### src/sv/ordered_set_successor_search_core_assert.svh
// assertion macros for the ordered set successor search core
`ifndef ORDERED_SET_SUCCESSOR_SEARCH_CORE_ASSERT_SVH
`define ORDERED_SET_SUCCESSOR_SEARCH_CORE_ASSERT_SVH

// checked only while out of reset
`define OSS_ASSERT(lbl, prop, msg) \
    lbl: assert property (@(posedge aclk) disable iff (!aresetn) prop) else $error(msg);

// checked on every edge, reset included
`define OSS_ASSERT_ALWAYS(lbl, prop, msg) \
    lbl: assert property (@(posedge aclk) prop) else $error(msg);

`endif

### src/sv/oss_pkg.sv
// shared types, constants and helper functions of the successor search core
package oss_pkg;

    localparam int KEY_BITS    = 16;
    localparam int WORD_BITS   = 6;
    localparam int WORD_W      = 1 << WORD_BITS;
    localparam int LEAF_ADDR_W = KEY_BITS - WORD_BITS;
    localparam int SUM_ADDR_W  = LEAF_ADDR_W - WORD_BITS;
    localparam int LEAF_DEPTH  = 1 << LEAF_ADDR_W;
    localparam int SUM_DEPTH   = 1 << SUM_ADDR_W;
    localparam int ANS_W       = KEY_BITS + 1;

    typedef enum logic [1:0] {
        OP_INSERT = 2'd0,
        OP_NEXT   = 2'd1,
        OP_LOOKUP = 2'd2,
        OP_RSVD   = 2'd3
    } opcode_t;

    typedef struct packed {
        opcode_t               opcode;
        logic [KEY_BITS-1:0]   key;
    } in_item_t;

    typedef struct packed {
        logic [ANS_W-1:0] answer;
        logic             present;
    } out_item_t;

    typedef enum logic [2:0] {
        ST_CLEAR,
        ST_IDLE,
        ST_INSERT,
        ST_LOOKUP,
        ST_LEAF,
        ST_TOP,
        ST_FETCH,
        ST_REPLY
    } state_t;

    typedef enum logic [2:0] {
        RES_ZERO,
        RES_PRESENT,
        RES_OWN,
        RES_FETCH,
        RES_NONE
    } res_sel_t;

    typedef struct packed {
        logic     clr_step;
        logic     accept;
        logic     ins_write;
        logic     fetch_sum;
        logic     save_top;
        logic     fetch_top;
        logic     res_load;
        res_sel_t res_sel;
    } dp_cmd_t;

    typedef struct packed {
        logic clr_done;
        logic own_hit;
        logic last_word;
        logic sum_hit;
        logic top_hit;
    } dp_status_t;

    // index of the lowest set bit, zero for an all-zero word
    function automatic logic [WORD_BITS-1:0] low_bit(input logic [WORD_W-1:0] v);
        logic [WORD_BITS-1:0] idx;
        idx = '0;
        for (int i = WORD_W - 1; i >= 0; i--) begin
            if (v[i]) begin
                idx = WORD_BITS'(i);
            end
        end
        return idx;
    endfunction

    // ones from bit position pos upward
    function automatic logic [WORD_W-1:0] from_mask(input logic [WORD_BITS-1:0] pos);
        return {WORD_W{1'b1}} << pos;
    endfunction

endpackage

### src/sv/oss_ctrl.sv
// controller state machine of the successor search core
module oss_ctrl
    import oss_pkg::*;
(
    input  logic       aclk,
    input  logic       aresetn,
    input  logic       s_valid,
    input  opcode_t    opcode,
    input  logic       out_free,
    input  dp_status_t status,
    output logic       s_ready,
    output logic       out_load,
    output dp_cmd_t    cmd
);

    state_t state_reg;
    state_t state_next;

    always_ff @(posedge aclk) begin
        if (!aresetn) begin
            state_reg <= ST_CLEAR;
        end else begin
            state_reg <= state_next;
        end
    end

    always_comb begin
        state_next = state_reg;
        cmd        = '0;
        cmd.res_sel = RES_ZERO;
        s_ready    = 1'b0;
        out_load   = 1'b0;
        unique case (state_reg)
            ST_CLEAR: begin
                cmd.clr_step = 1'b1;
                if (status.clr_done) begin
                    state_next = ST_IDLE;
                end
            end
            ST_IDLE: begin
                s_ready = 1'b1;
                if (s_valid) begin
                    cmd.accept = 1'b1;
                    unique case (opcode)
                        OP_INSERT: state_next = ST_INSERT;
                        OP_NEXT:   state_next = ST_LEAF;
                        OP_LOOKUP: state_next = ST_LOOKUP;
                        default: begin
                            cmd.res_load = 1'b1;
                            cmd.res_sel  = RES_ZERO;
                            state_next   = ST_REPLY;
                        end
                    endcase
                end
            end
            ST_INSERT: begin
                cmd.ins_write = 1'b1;
                cmd.res_load  = 1'b1;
                cmd.res_sel   = RES_ZERO;
                state_next    = ST_REPLY;
            end
            ST_LOOKUP: begin
                cmd.res_load = 1'b1;
                cmd.res_sel  = RES_PRESENT;
                state_next   = ST_REPLY;
            end
            ST_LEAF: begin
                if (status.own_hit) begin
                    cmd.res_load = 1'b1;
                    cmd.res_sel  = RES_OWN;
                    state_next   = ST_REPLY;
                end else if (status.last_word) begin
                    cmd.res_load = 1'b1;
                    cmd.res_sel  = RES_NONE;
                    state_next   = ST_REPLY;
                end else if (status.sum_hit) begin
                    cmd.fetch_sum = 1'b1;
                    state_next    = ST_FETCH;
                end else if (status.top_hit) begin
                    cmd.save_top = 1'b1;
                    state_next   = ST_TOP;
                end else begin
                    cmd.res_load = 1'b1;
                    cmd.res_sel  = RES_NONE;
                    state_next   = ST_REPLY;
                end
            end
            ST_TOP: begin
                cmd.fetch_top = 1'b1;
                state_next    = ST_FETCH;
            end
            ST_FETCH: begin
                cmd.res_load = 1'b1;
                cmd.res_sel  = RES_FETCH;
                state_next   = ST_REPLY;
            end
            ST_REPLY: begin
                if (out_free) begin
                    out_load   = 1'b1;
                    state_next = ST_IDLE;
                end
            end
            default: begin
                state_next = ST_CLEAR;
            end
        endcase
    end

endmodule

### config.mk
export PLATFORM = sky130hd
export DESIGN_NAME = oss_ctrl
export DESIGN_NICKNAME = d
export VERILOG_FILES = /design/src/sv/ordered_set_successor_search_core_assert.svh /design/src/sv/oss_pkg.sv /design/src/sv/oss_ctrl.sv
export SDC_FILE = /design/constraint.sdc
export NUM_CORES = 1
export LEC_CHECK = 0
export CORE_AREA = 2 2 39 41
export DETAILED_ROUTE_END_ITERATION = 12
export DIE_AREA = 0 0 41 43
export DONT_BUFFER_PORTS = 1
export HOLD_SLACK_MARGIN = 0.12
export PLACE_DENSITY_LB_ADDON = 0.08
export SYNTH_ARGS = -nofsm -noshare
export SYNTH_HDL_FRONTEND = slang
export SYNTH_SLANG_ARGS = --single-unit
### constraint.sdc
create_clock -name aclk -period 1.7 [get_ports aclk]
set_input_delay 0 -clock aclk [delete_from_list [all_inputs] [get_ports aclk]]
set_output_delay 0 -clock aclk [all_outputs]
set_load 0.01 [all_outputs]
==> flow_summary.toml, run 1 <==
[route]
vias_per_cell = 5.36
drc = 0
wl_per_cell_um = 12.8
detail-route-antenna-nets = 0
detail_route.wirelength_um = 920
drt_pre_antenna_iters = 4
drtIter0Drc = 6
via_count = 386

[clocking]
numCtsBuffers = 3
path_clk_slew_ns = 0.04
insertion_delay_ns = 0.23
clk_sinks = 3
clock_tree_from_tritoncts = "done"
htreeDepth = 1
post_cts_setup_repair_buffer_count = 0
ctsRootBufferMaster = "clkbuf_4"
max-clock-path-buffers = 2

[critical_path]
critPathRequiredTime_ns = 1.70
critPathMaxStageDelay_ns = 0.46
rr_worst_depth = 3
path_buf_inv = 1
reg2reg_setup_slack_ns = 0.44
crit_arrival_ns = 1.51
crit_path_cell_trace = "or3b_1 > nor4b_2 > buf_4"
rr_endpoint = "state_reg[0]"
timing.critical_path.slowest_stage_cell = "or3b_1"
worstPathMaxFanout = 16
critPathLaunchType = "register"
endpoint_kind = "primary output"
path_class = "reg2out"
critical-path-top-delay-family = "simple AND/OR/NAND/NOR gates"
r2r_path_start = "state_reg[1]"

[hold_path]
hold_path_depth = 3
min_to = "state_reg[0]"
hold_start = "status[3]"
min_path_type = "in2reg"

[sta]
setup_ws_ns = 0.190
setup_tns_ns = 0
max_slew_margin = 0.699
fin_worst_hold_slack_ns = 0.123
fin_crit_ns = 1.51
fmaxAchievable_mhz = 662
report.final.hold_viol_count = 0
worst_pin_slew_ns = 0.451
period_share = 0.888
grt_setup_unrepaired = "no"
report.final.setup_viol = 0
finClkSkew_ns = 0.00431
report.final.slew_viol_count = 0

[place]
placed_area_sq_um = 368
gp_routability_congestion = 0.712
placed_cells = 62
io_buffers = 0
dp.final_hpwl_um = 715
pre_cts_ws_ns = 0.218

[synth]
synth-async-reset-ratio = 0
synth_cell_type_count = 31
postSynthNetCount = 59
synth-edff-count = 0
seq_area_frac_synth = 0.167
area_fraction_of_the_dominant_cell_type_after_synthesis = 0.167
syn_area_per_cell_sq_um = 7.51
postSynthCellCount = 48
synth_seq_cells = 3
synth_ff_type = "dfxtp_1"
yosysMostFrequentCell = "nor2_1"
synth.cell_area_sq_um = 360
netlist_top_cells_area = "dfxtp_1 17%, nor2_1 6.3%, nor3b_1 6.3%"
synth-warning-count = 0
synth_common_cells = "6 x nor2_1, 3 x and2_1, 3 x dfxtp_1, 3 x nor3b_1"
synthDominantAreaCellType = "dfxtp_1"

[status]
outcome = "finished, final reports clean"

[power]
swShare = 0.406
clock_power_share = 0.258
p_int_uw = 277
p_per_area_nw_per_um2 = 1010
power.share.sequential = 0.337
combinational_group_share_of_total_power = 0.404
p_sw_uw = 189
total_leakage_power_uw = 0.000170
vdd_ir_drop_max_uv = 314

[layout]
layoutNonFillerInstCount = 72
syn_to_final_growth_pct = 28.5
num-nets-final = 68
largest_reg_flops = 3
drive_above_1_share = 0.196
antenna_cells_inserted = 0
summed_area_of_non_filler_cells_in_the_final_layout_sq_um = 463

[global_route]
pin_count_of_the_biggest_net_entering_global_routing = 19
number_of_antenna_violations_at_the_first_check_in_global_routing = 0
globalRoute.totalOverflow = 0
first_global_vias = 369
grtUsageTotal = 0.119
first_pass_grt_wire_length_um = 1500

[die]
design.portCount = 23
die_height_um = 43
core-area_sq_um = 1380
initial_utilization = 0.260
floorplan.die_area_sq_um = 1760
fp-row-count = 14
floorplan.die.width_um = 41

[job]
drv.max_cap_violation_count = 0
-- through the flow --
stage / util / power [uW]
2_1_floorplan: - / 309
3_3_place_gp: 0.266 / 332
3_5_place_dp: 0.266 / 335
4_1_cts: 0.329 / 469
5_1_grt: 0.335 / 515
6_report: 0.335 / 466
-- power by group through the flow --
stage	Sequential (uW)	Combinational, uW	Clock, uW
detailed placement	157	178	0
CTS	157	190	122
floorplan	105	204	0
global placement	155	177	0
global route	168	209	137
finish	157	188	120
-- cell families after synthesis --
| group | share of synthesized area |
|---|---|
| AOI/OAI and AO/OA | 0.247 |
| xor gates and xnor gates | 0.0243 |
| buffers and inverters | 0.0972 |
| DFF | 0.167 |
| and+or+nand+nor | 0.465 |
-- area by class of cell --
type,count,area (sq um)
fill,159,921
tap,16,20.0
timing repair buffer,8,75.1
inverter,2,7.51
sequential,3,62.6
multi-input combinational,39,272
clock buffer,4,26.3
-- cell usage in the layout, fill, tap and decap left out, drive strengths merged, types with 2 or more instances in the layout --
master,n
and2,3
or3b,2
nor4b,2
buf,2
nor3b,3
dlygate4sd3,6
and3,2
a211oi,2
dfxtp,3
nor3,2
inv,2
nor2,6
clkbuf,4
nand2,2
-- routing by layer --
layer	share of wire	vias up	global-route usage
li1	-	196	-
met5	0	-	0
met4	0	0	0.0200
met1	0.43	174	0.176
met3	0.10	0	0.0366
met2	0.46	16	0.169
-- worst reg2reg max path, cell delays in order, from the launching register on --
cell and delay, ns:
dfxtp_1 0.59, or3_1 0.18, a31oi_1 0.08, o311a_1 0.30
-- timing repair --
item | CTS | global route
hold endpoints to repair | 4 | 0
hold buffers | 6 | 0
setup endpoints to repair | 1 | 1
gates resized for setup | 1 | 2
-- worst max-delay path by stage --
stage          cells after the start  slack [ns]  endpoint         start
2_1_floorplan                      3        0.44    cmd[6]  state_reg[0]
3_3_place_gp                       3        0.30    cmd[6]  state_reg[2]
3_5_place_dp                       3        0.22    cmd[6]  state_reg[2]
4_1_cts                            3        0.03    cmd[6]  state_reg[0]
5_1_grt                            3        0.05    cmd[6]  state_reg[1]
6_report                           3        0.19    cmd[6]  state_reg[1]
(Power assumes the default switching activity.)
==> inputs of run 2 (changes only) <==
Settings changed: CELL_PAD_IN_SITES_DETAIL_PLACEMENT set to 2, CELL_PAD_IN_SITES_GLOBAL_PLACEMENT set to 2.
==> run 2 against run 1 <==
Against the previous run:
- sequential power shrank 6%
- total power grew 6.9%
- non-clock buffer count up 3
- global-route usage is 3.6 points higher
- clock skew rose by 0.0025 ns
- fmax down 1.5%
- critical path type unchanged
- register-to-register slack got worse by 0.05 ns
==> flow_summary.toml, run 2 (synthesized netlist as in run 1, its figures left out) <==
[status]
outcome = "finished, final reports clean"

[global_route]
first_pass_grt_wire_length_um = 1800
first_global_vias = 445
globalRoute.totalOverflow = 0
pin_count_of_the_biggest_net_entering_global_routing = 19
grtUsageTotal = 0.155
number_of_antenna_violations_at_the_first_check_in_global_routing = 0

[critical_path]
timing.critical_path.slowest_stage_cell = "or3b_1"
path_class = "reg2out"
crit_path_cell_trace = "or3b_1 > nor4b_1 > buf_4"
endpoint_kind = "primary output"
crit_arrival_ns = 1.53
worstPathMaxFanout = 18
critical-path-top-delay-family = "simple AND/OR/NAND/NOR gates"
critPathMaxStageDelay_ns = 0.45
critPathRequiredTime_ns = 1.70
critPathLaunchType = "register"
path_buf_inv = 1

[clocking]
max-clock-path-buffers = 2
ctsRootBufferMaster = "clkbuf_4"
clock_tree_from_tritoncts = "done"
htreeDepth = 1
path_clk_slew_ns = 0.04
insertion_delay_ns = 0.25
numCtsBuffers = 3
clk_sinks = 3

[die]
design.portCount = 23
floorplan.die.width_um = 41
floorplan.die_area_sq_um = 1760
core-area_sq_um = 1380
fp-row-count = 14
initial_utilization = 0.260
die_height_um = 43

[layout]
antenna_cells_inserted = 0
largest_reg_flops = 3
finalCoreUtilization = 0.350
layout.cells.most_common = "dlygate4sd3_1"
drive_above_1_share = 0.186
final_cell_mix = "8 x dlygate4sd3_1, 6 x nor2_1"
sequential_cell_area_sq_um = 62.6
multiInputGateArea_sq_um = 265
num-nets-final = 71
syn_to_final_growth_pct = 34.4
fillCellCount = 176

[place]
gp_routability_congestion = 0.679
dp.final_hpwl_um = 842
io_buffers = 0

[hold_path]
min_path_type = "in2reg"

[route]
detail-route-antenna-nets = 0
drc = 0
wl_per_cell_um = 16.0
via_count = 418
drtIter0Drc = 2
drt_pre_antenna_iters = 2
vias_per_cell = 5.57
detail_route.wirelength_um = 1200

[sta]
worst_pin_slew_ns = 0.391
report.final.setup_viol = 0
grt_setup_unrepaired = "no"
fin_worst_hold_slack_ns = 0.130
fin_crit_ns = 1.53
setup_tns_ns = 0
period_share = 0.902
report.final.hold_viol_count = 0
max_slew_margin = 0.737
report.final.slew_viol_count = 0
fmaxAchievable_mhz = 652
finClkSkew_ns = 0.00680

[power]
total_leakage_power_uw = 0.000183
vdd_ir_drop_max_uv = 383
p_per_area_nw_per_um2 = 1030

[job]
drv.max_cap_violation_count = 0
run 2: changes by cell type in the layout (fill, tap and decap cells not counted):
cell,before,now
dlygate4sd3_1,6,8
buf_4,2,3
nor4b_1,1,2
nor4b_2,1,0
run 2: final cells by class:
type / count / share of cell area
Clock buffer: 4 / 0.0543
Sequential cell: 3 / 0.129
Timing Repair Buffer: 11 / 0.212
Tap cell: 16 / 0.0413
Multi-Input combinational cell: 39 / 0.548
Inverter: 2 / 0.0155
run 2: timing repair:
| action | CTS | global route |
|---|---|---|
| buffers inserted | 0 | 0 |
| endpoints found under the setup margin | 0 | 1 |
| hold buffers | 8 | 0 |
| resized for setup | 0 | 2 |
| hold endpoints to repair | 4 | 0 |
run 2: stage by stage:
stage          setup WS, ns  cell area [sq um]  instances  power (uW)
3_5_place_dp          0.311                375         63         349
5_1_grt              0.0122                484         75         540
6_report              0.167                484         75         498
4_1_cts              0.0346                482         75         507
2_1_floorplan         0.438                360         48         309
3_3_place_gp          0.354                375         63         343
run 2: per-layer routing:
metal,global-route usage,up-vias,part of all wire
li1,-,202,-
met1,0.179,195,0.41
met2,0.231,19,0.51
met3,0.0366,2,0.065
met4,0.120,0,0.021
met5,0,-,0
run 2: report_power, final:
group          internal (uW)  switching (uW)  total [uW]
clock                   88.6            46.8         135
combinational            108             108         215
sequential              90.9            56.4         147
run 2: final timing paths:
check                  to  slack [ns]  cells past startpoint          from
max                cmd[6]        0.17                      3  state_reg[0]
min          state_reg[0]        0.13                      3     opcode[1]
max reg2reg  state_reg[0]        0.39                      4  state_reg[2]
min reg2reg  state_reg[1]        0.59                      2  state_reg[1]
run 2: tightest hold or removal path, stage by stage:
cell	delay, ns
inv_1	0.02
a21oi_1	0.16
o311a_1	0.17
